<file path="config.mk">
export PLATFORM = sky130hd
export DESIGN_NAME = fpcd_dist
export DESIGN_NICKNAME = d
export VERILOG_FILES = /design/src/rtl/fpcd_pkg.sv /design/src/rtl/fpcd_dist.sv
export SDC_FILE = /design/constraint.sdc
export NUM_CORES = 1
export LEC_CHECK = 0
export ABC_AREA = 1
export BUFFER_PORTS_ARGS = -buffer_cell sky130_fd_sc_hd__buf_4
export CAP_MARGIN = 10
export CORE_UTILIZATION = 60
export CTS_CLUSTER_SIZE = 12
export DETAILED_ROUTE_END_ITERATION = 8
export PLACE_DENSITY = 0.78
export SLEW_MARGIN = 20
export SYNTH_ARGS = -nofsm -noshare
export SYNTH_HDL_FRONTEND = slang
export SYNTH_SLANG_ARGS = --single-unit
</file>
<file path="constraint.sdc">
create_clock -name clock -period 9.4 [get_ports clock]
set_input_delay 0.94 -clock clock [delete_from_list [all_inputs] [get_ports clock]]
set_output_delay 0.94 -clock clock [all_outputs]
set_load 0.05 [all_outputs]
</file>
<file path="src/rtl/fpcd_pkg.sv">
package fpcd_pkg;

   localparam int BYTE_W         = 8;
   localparam int NUM_LANES      = 4;
   localparam int SQ_W           = 2 * BYTE_W;
   localparam int SQRT_W         = SQ_W + 1;
   localparam int SQRT_STEPS     = SQ_W / 2;
   localparam int SQRT_TOP       = SQ_W - 2;
   localparam int FRAME_PIXELS_W = 22;
   localparam int CHANNELS_W     = 3;
   localparam int CSR_DATA_W     = 22;

   localparam logic [FRAME_PIXELS_W-1:0] FRAME_PIXELS_RESET = 22'd2097152;
   localparam logic [CHANNELS_W-1:0]     CHANNELS_RESET     = 3'd4;
   localparam logic [BYTE_W-1:0]         DIST_MAX           = 8'hFF;

   typedef enum logic [0:0] {
      CSR_FRAME_PIXELS = 1'b0,
      CSR_CHANNELS     = 1'b1
   } csr_index_type;

   // Per-stage control travelling alongside the pixel data
   typedef struct packed {
      logic valid;
      logic emit;
      logic last;
   } tag_type;

   typedef struct packed {
      logic [SQRT_W-1:0] rem;
      logic [SQRT_W-1:0] root;
   } sqrt_type;

   // One digit of the bitwise integer square root
   function automatic sqrt_type sqrt_step(sqrt_type s, logic [SQRT_W-1:0] bit_val);
      sqrt_type          r;
      logic [SQRT_W-1:0] trial;
      trial = s.root + bit_val;
      r     = s;
      if (s.rem >= trial) begin
         r.rem  = s.rem - trial;
         r.root = (s.root >> 1) + bit_val;
      end else begin
         r.root = s.root >> 1;
      end
      return r;
   endfunction

endpackage

</file>
<file path="src/rtl/fpcd_dist.sv">
module fpcd_dist #(
   parameter int MAX_CHANNELS = 4
) (
   input  logic                                       clock,
   input  logic                                       reset,
   input  logic                                       advance,
   input  logic [MAX_CHANNELS-1:0]                    lane_en,
   input  fpcd_pkg::tag_type                          in_tag,
   input  logic [MAX_CHANNELS-1:0][fpcd_pkg::BYTE_W-1:0] new_pix,
   input  logic [MAX_CHANNELS-1:0][fpcd_pkg::BYTE_W-1:0] old_pix,
   output fpcd_pkg::tag_type                          out_tag,
   output logic [fpcd_pkg::BYTE_W-1:0]                distance
);
   import fpcd_pkg::*;

   localparam int SUM_W = SQ_W + 1 + $clog2(MAX_CHANNELS);

   tag_type                          tag2_ff, tag3_ff, tag4_ff;
   tag_type                          tag2_in, tag3_in, tag4_in;
   logic [MAX_CHANNELS-1:0][SQ_W-1:0] sq_ff, sq_in;
   logic [SQ_W-1:0]                  val_ff, val_in;
   logic                             sat3_ff, sat3_in;
   logic                             sat4_ff, sat4_in;
   sqrt_type                         st_ff, st_in;
   logic [SUM_W-1:0]                 sum;
   sqrt_type                         st_out;

   // Squared differences, lanes beyond the channel count forced to zero
   always_comb begin
      logic [BYTE_W-1:0] diff;
      for (int k = 0; k < MAX_CHANNELS; k++) begin
         diff     = (new_pix[k] >= old_pix[k]) ? new_pix[k] - old_pix[k]
                                               : old_pix[k] - new_pix[k];
         sq_in[k] = lane_en[k] ? SQ_W'(diff * diff) : '0;
      end
      tag2_in = advance ? in_tag : tag2_ff;
      if (!advance) begin
         sq_in = sq_ff;
      end
   end

   always_comb begin
      sum = '0;
      for (int k = 0; k < MAX_CHANNELS; k++) begin
         sum = sum + SUM_W'(sq_ff[k]);
      end
      tag3_in = advance ? tag2_ff : tag3_ff;
      val_in  = advance ? sum[SQ_W-1:0] : val_ff;
      sat3_in = advance ? (sum[SUM_W-1:SQ_W] != '0) : sat3_ff;
   end

   // Upper half of the root digits
   always_comb begin
      sqrt_type st;
      st = '{rem: SQRT_W'(val_ff), root: '0};
      for (int i = 0; i < SQRT_STEPS / 2; i++) begin
         st = sqrt_step(st, SQRT_W'(1) << (SQRT_TOP - 2 * i));
      end
      tag4_in = advance ? tag3_ff : tag4_ff;
      st_in   = advance ? st : st_ff;
      sat4_in = advance ? sat3_ff : sat4_ff;
   end

   // Lower half of the root digits
   always_comb begin
      st_out = st_ff;
      for (int i = SQRT_STEPS / 2; i < SQRT_STEPS; i++) begin
         st_out = sqrt_step(st_out, SQRT_W'(1) << (SQRT_TOP - 2 * i));
      end
   end

   assign distance = sat4_ff ? DIST_MAX : st_out.root[BYTE_W-1:0];
   assign out_tag  = tag4_ff;

   always_ff @(posedge clock) begin
      if (reset) begin
         tag2_ff <= '0;
         tag3_ff <= '0;
         tag4_ff <= '0;
      end else begin
         tag2_ff <= tag2_in;
         tag3_ff <= tag3_in;
         tag4_ff <= tag4_in;
      end
   end

   always_ff @(posedge clock) begin
      sq_ff   <= sq_in;
      val_ff  <= val_in;
      sat3_ff <= sat3_in;
      st_ff   <= st_in;
      sat4_ff <= sat4_in;
   end

endmodule

</file>
==> metrics.csv, run 1 <==
stage,metric,value,unit
logic_synthesis,synth_top_area_share,18.1,%
logic_synthesis,postSynthCellCount,2111,
drt,viasPerCell,5.33,
cts,clock-root-buffer,clkbuf_16,
logic_synthesis,yosys.area.top_type,ha_1,
worst_setup_path,reg2reg_from,val_ff[8],
floorplan,core_area,27100,sq um
cts,cts_hold_buffers,0,
final_layout,layout_commonest_cell,inv_1,
final_layout,layout_common_cells,"391 x inv_1, 354 x nand2_1, 250 x nor2_1",
logic_synthesis,synth_edf_count,99,
worst_setup_path,path_buf_inv,7,
logic_synthesis,ys_seq_area_share,19.0,%
worst_setup_path,reg2reg_depth,28,
floorplan,die_w,168,um
cts,cts_setup_buffers,0,
place,io_buffers,84,
final_layout,diodes,0,
cts,cts_made_buffers,9,
timing,setup_viol,0,
timing,worst-slew-pin-transition,0.838,ns
drt,drtIter0Drc,740,
final_layout,final_nets,2638,
worst_setup_path,r2r_end,st_ff[25],
cts,cts_buffer_depth,2,
timing,tns,0,ns
timing,timing.fmax,0.125,GHz
cts,cts-resized-gates,0,
floorplan,start_util,61.4,%
worst_setup_path,cp-end-kind,output pin,
flow_run,cap_violations,0,
logic_synthesis,avgSynthCellArea,7.88,sq um
floorplan,dieArea,28400,sq um
timing,fin_crit_sh,85.4,%
floorplan,rows,60,
logic_synthesis,ys_top_cells_by_area,"ha_1 18%, edfxtp_1 18%, fa_1 17%",
grt,grt_pass1_vias,13600,
cts,cts_tree,yes,
grt,grtUsageTotal,25.6,%
drt,wl,34400,um
worst_setup_path,required,8.46,ns
logic_synthesis,ys_warn_count,0,
drt,vias,13700,
worst_setup_path,r2r_slack,4.34,ns
logic_synthesis,netlist_area,16600,sq um
logic_synthesis,ys.flop_type,edfxtp_1,
place,place_hpwl,29200,um
cts,cts-htree-levels,3,
grt,grt_overflow,0,
worst_setup_path,cp-start-kind,flip-flop,
worst_setup_path,critPathLaunch,st_ff[9],
timing,hold_violations,0,
logic_synthesis,ys_async_sr_fraction,0,%
worst_setup_path,cp_top_family,simple AND/OR/NAND/NOR gates,
timing,slew_viol_final,0,
worst_setup_path,critical_path.max_stage_delay,0.46,ns
worst_setup_path,cp_data_arrival_time,7.09,ns
outcome,status,completed,
grt,grt_max_degree,60,
logic_synthesis,synth.ff_latch_count,108,
drt,firstDrtPassIters,6,
floorplan,io_pins,85,
timing,min_period,8.03,ns
hold_path,hp-class,flip-flop to flip-flop,
worst_setup_path,path_max_fanout,14,
drt,detail-route-antenna-nets,0,
timing,rsz0062_at_grt,no,
floorplan,fp.dieH,168,um
cts,worstSkewPairLatency,0.36,ns
worst_setup_path,path_class,flip-flop to output pin,
place,gp_congestion,0.924,
final_layout,areaGrowthSynthToFinish,7.80,%
cts,cts.sinks,108,
timing,worst_slew_margin_rel,44.1,%
timing,finClkSkew,0.00643,ns
final_layout,final_layout_size_suffix_gt1_share,8.13,%
grt,grt_pass1_wl,60300,um
worst_setup_path,crit_slowest_cell,ha_1,
cts,clk_pin_slew_worst_paths,0.07,ns
drt,drc,0,
worst_setup_path,cp_num_cells,35,
drt,post_drt_wl_per_cell,13.4,um
logic_synthesis,ys_types,55,
grt,antenna_found_initial,0,
worst_setup_path,crit_end,distance[0],
## through the flow
step           cell area, sq um  hold slack [ns]  cells  setup WS (ns)  utilization (%)
6_report                  17900            0.450   2562           1.37             66.2
5_1_grt                   17900            0.452   2562          0.898             66.2
4_1_cts                   17900            0.450   2562           1.44             66.2
3_5_place_dp              17600            0.425   2546           1.44             65.0
3_3_place_gp              17600            0.421   2546           1.67             65.0
2_1_floorplan             16600            0.400   2112           2.44                -
## kinds of logic after synthesis
| kind of cell | synth area share [%] |
|---|---|
| buffers and inverters | 9.89 |
| other | 0.0452 |
| adder cells (fa/ha/maj) | 34.7 |
| AND/OR/NAND/NOR | 21.3 |
| AO/OA/AOI/OAI | 10.3 |
| XOR/XNOR | 4.53 |
| flip-flops | 19.0 |
| multiplexers | 0.256 |
## worst register-to-register path: cells and delay by family (launching register included)
family                   cells  cell delay, ns
flip-flops                   1            0.47
AND/OR/NAND/NOR             14            1.65
XOR/XNOR                     1            0.22
adder cells (fa/ha/maj)      3            0.96
buffers and inverters        6            0.54
AO/OA/AOI/OAI                4            0.97
## how the worst min path moves through the flow
stage / from / endpoint / slack [ns] / cells past startpoint
2_1_floorplan: sat3_ff / sat4_ff / 0.40 / 0
3_3_place_gp: sat3_ff / sat4_ff / 0.42 / 0
3_5_place_dp: sat3_ff / sat4_ff / 0.43 / 0
4_1_cts: sat3_ff / sat4_ff / 0.45 / 0
5_1_grt: sat3_ff / sat4_ff / 0.45 / 0
6_report: sat3_ff / sat4_ff / 0.45 / 0
## cell type report
type	count	area [sq um]
well taps	372	465
repair buffers	85	638
clock inverters	7	81.3
multi-input cells	1574	11800
flip-flops and latches	108	3150
inverters	407	1530
fillers	2254	9170
clock buffers	9	225
## state kept, by name, indices dropped and copies added (netlist names)
signal,cells
sat3_ff,1
out_tag,3
val_ff,16
st_ff,21
tag3_ff,3
sat4_ff,1
sq_ff,60
tag2_ff,3
## cells in the mapped netlist (all sizes together) (3+ instances only)
| cell | count |
|---|---|
| and2 | 3 |
| a211oi | 4 |
| nand3 | 96 |
| dfxtp | 9 |
| or2 | 6 |
| edfxtp | 99 |
| o21ai | 105 |
| nor3b | 3 |
| clkinv | 5 |
| nand4 | 23 |
| a31oi | 4 |
| xnor2 | 28 |
| ha | 241 |
| a21oi | 147 |
| a221oi | 3 |
| buf | 5 |
| nor3 | 11 |
| inv | 402 |
| o31ai | 7 |
| o21bai | 11 |
| fa | 138 |
| clkbuf | 18 |
| a21o | 6 |
| nand2 | 378 |
| nor2 | 268 |
| o221ai | 4 |
| xor2 | 58 |
| o211ai | 5 |
| o21a | 11 |
## metal layers
metal | vias up | GRT usage (%) | share of wire [%]
met5 | - | 0 | 0
met4 | 0 | 6.96 | 1.9
met3 | 46 | 2.76 | 3.2
met2 | 262 | 47.0 | 51
met1 | 6433 | 31.9 | 44
li1 | 6920 | - | -
Power of run 1 is left out: the tool's default activity adds up to more than one toggle a clock period on the data nets, which glitch-free logic cannot reach.
==> run 2, diff against run 1 <==
ABC_AREA = unset   (was 1)
CORE_UTILIZATION = 25   (was 60)
PLACE_DENSITY = unset   (was 0.78)
==> run 2 against run 1 <==
Effect of this change: global-route usage is 15 points lower; die area rose by 140%; non-clock buffer count grew 20; critical path type unchanged; first-iteration DRC count fell by 31%; worst hold slack worse by 0.022 ns; routed wire length up 3.9%.
==> metrics.csv, run 2 <==
stage,metric,value,unit,change
final_layout,largest_reg_flops,60,,unchanged
floorplan,dieArea,67700,sq um,+140%
timing,min_period,8.89,ns,+0.859 ns
timing,slew_viol_final,0,,unchanged
logic_synthesis,yosysMostFrequentCell,inv_1,,
drt,wl,35800,um,+3.9%
drt,post_drt_wl_per_cell,13.0,um,-3.3%
cts,cts.sinks,108,,unchanged
place,io_buffers,84,,unchanged
final_layout,layout_commonest_cell,inv_1,,
grt,grt_pass1_wl,60000,um,-0.47%
timing,fin_crit_sh,94.5,%,+9.1 points
worst_setup_path,cp_common_cell,nor2_1,,
worst_setup_path,cp-start-kind,flip-flop,,
logic_synthesis,yosys.area.top_type,ha_1,,
cts,cts_tree,yes,,
logic_synthesis,postSynthCellCount,1803,,-15%
floorplan,start_util,25.3,%,-36 points
logic_synthesis,ys_seq_area_share,18.9,%,-0.037 points
logic_synthesis,synth_edf_count,99,,unchanged
logic_synthesis,ys.flop_type,edfxtp_1,,
final_layout,layout_common_cells,"297 x inv_1, 239 x ha_1, 173 x nor2_1",,
timing,setup_viol,0,,unchanged
worst_setup_path,path_max_fanout,7,,-7
timing,finClkSkew,0.00668,ns,+0.000257 ns
cts,cts_hold_buffers,0,,unchanged
drt,vias,12500,,-8.4%
cts,worstSkewPairLatency,0.37,ns,about the same
place,gp_congestion,0.839,,-9.2%
final_layout,areaGrowthSynthToFinish,12.4,%,
cts,cts-htree-levels,3,,unchanged
worst_setup_path,cp-end-kind,output pin,,
timing,hold_violations,0,,unchanged
cts,cts_made_buffers,9,,unchanged
floorplan,rows,94,,+57%
hold_path,hp-class,flip-flop to flip-flop,,
logic_synthesis,synth.ff_latch_count,108,,unchanged
drt,detail-route-antenna-nets,0,,unchanged
cts,clk_pin_slew_worst_paths,0.08,ns,about the same
timing,worst-slew-pin-transition,0.977,ns,+0.139 ns
final_layout,final_nets,2336,,-11%
floorplan,io_pins,85,,unchanged
logic_synthesis,ys_warn_count,0,,unchanged
logic_synthesis,avgSynthCellArea,9.24,sq um,+17%
drt,viasPerCell,4.55,,-15%
grt,grt_pass1_vias,12800,,-6.2%
worst_setup_path,cp_data_arrival_time,7.95,ns,+0.86 ns
timing,worst_slew_margin_rel,33.0,%,-11 points
final_layout,diodes,0,,unchanged
floorplan,core_area,65900,sq um,+140%
logic_synthesis,ys_async_sr_fraction,0,%,unchanged
logic_synthesis,netlist_area,16700,sq um,+0.20%
cts,clock-root-buffer,clkbuf_16,,
flow_run,cap_violations,0,,unchanged
timing,timing.fmax,0.113,GHz,-9.7%
drt,firstDrtPassIters,5,,-1
logic_synthesis,synth_common_cells,"299 x inv_1, 241 x ha_1, 173 x nor2_1",,
final_layout,largestRegisters,"sq_ff: 60 flops, st_ff: 21 flops, val_ff: 16 flops",,
drt,drtIter0Drc,510,,-31%
grt,grt_max_degree,77,,+28%
worst_setup_path,required,8.46,ns,about the same
cts,cts_buffer_depth,2,,unchanged
logic_synthesis,synth_top_area_share,18.1,%,-0.035 points
final_layout,finish.utilization,28.4,%,-38 points
logic_synthesis,ys_top_cells_by_area,"ha_1 18%, edfxtp_1 18%, fa_1 17%",,
final_layout,regMostFlops,sq_ff,,
place,place_hpwl,30400,um,+4.0%
outcome,status,completed,,
grt,antenna_found_initial,0,,unchanged
grt,grt_overflow,0,,unchanged
worst_setup_path,path_class,flip-flop to output pin,,
floorplan,die_w,260,um,+54%
floorplan,fp.dieH,260,um,+54%
grt,grtUsageTotal,10.6,%,-15 points
logic_synthesis,ys_types,95,,+73%
drt,drc,0,,unchanged
worst_setup_path,critical_path.max_stage_delay,0.54,ns,+0.08 ns
worst_setup_path,crit_slowest_cell,or4_1,,
final_layout,final_layout_size_suffix_gt1_share,10.8,%,+2.6 points
-- run 2: cell types whose count changed in the layout (fill, tap and decap cells not counted), moves of 24 or more --
cell | before | now
xnor2_1 | 28 | 99
a21o_1 | 6 | 35
or2_2 | 4 | 28
nor2_1 | 250 | 173
a21oi_1 | 145 | 105
inv_1 | 391 | 297
nand2_1 | 354 | 64
o21bai_1 | 11 | 44
xor2_1 | 58 | 33
o21ai_0 | 98 | 45
nand3_1 | 81 | 13
and2_1 | 3 | 41
mux2i_1 | 2 | 36
-- run 2: layout make-up --
class | instances | area, sq um
clock buffers | 9 | 225
clock inverters | 7 | 86.3
fillers | 6907 | 47100
inverters | 301 | 1140
multi-input cells | 1358 | 12300
flip-flops and latches | 108 | 3150
well taps | 864 | 1080
repair buffers | 105 | 792
-- run 2: path summary, 6_finish.rpt --
check | startpoint | to | slack, ns | cells after the start
min reg2reg | sat3_ff | sat4_ff | 0.43 | 0
min | sat3_ff | sat4_ff | 0.43 | 0
max reg2reg | val_ff[12] | st_ff[33] | 1.83 | 29
max | st_ff[8] | distance[0] | 0.51 | 37
-- run 2: critical path, delay by kind of cell (launching register included) --
family / cells / cell delay, ns
AOI/OAI and AO/OA: 12 / 1.99
adders and majority gates: 4 / 1.22
DFF: 1 / 0.35
buffers and inverters: 3 / 0.38
and+or+nand+nor: 16 / 3.12
xor gates and xnor gates: 1 / 0.16
muxes: 1 / 0.36
-- run 2: cells by family (layout without fill, tap and decap cells) --
kind of cell | count (synthesis) | count (layout) | synth area share (%)
other | 2 | 3 | 0.0451
DFF | 108 | 108 | 18.9
buffers and inverters | 338 | 422 | 7.97
and+or+nand+nor | 429 | 429 | 13.0
muxes | 48 | 48 | 3.00
adders and majority gates | 379 | 379 | 34.7
xor gates and xnor gates | 133 | 133 | 7.07
AOI/OAI and AO/OA | 366 | 366 | 15.3
-- run 2: per-layer routing --
layer / vias up / GRT usage, % / share of wire (%)
met2: 184 / 19.9 / 52
li1: 6280 / - / -
met4: 0 / 1.66 / 0.73
met1: 6033 / 12.8 / 44
met5: - / 0 / 0
met3: 23 / 1.61 / 3.3
-- run 2: through the flow --
step | instance area (sq um) | setup slack [ns] | instances | TNS [ns] | hold WS [ns]
floorplan | 16700 | 0.712 | 1804 | 0 | 0.400
finish | 18700 | 0.515 | 2752 | 0 | 0.428
global placement | 18300 | 0.377 | 2732 | 0 | 0.408
detailed placement | 18300 | 0.290 | 2732 | 0 | 0.405
global route | 18700 | -0.0586 | 2752 | -0.0586 | 0.443
CTS | 18600 | 0.0867 | 2748 | 0 | 0.429
-- run 2: timing repair --
item,4_1_cts,5_1_grt
gates resized for setup,3,15
pin swaps,0,5
setup endpoints to repair,1,1
hold endpoints to repair,0,0
buffers inserted,0,4
Power of run 2 is left out for the same reason.
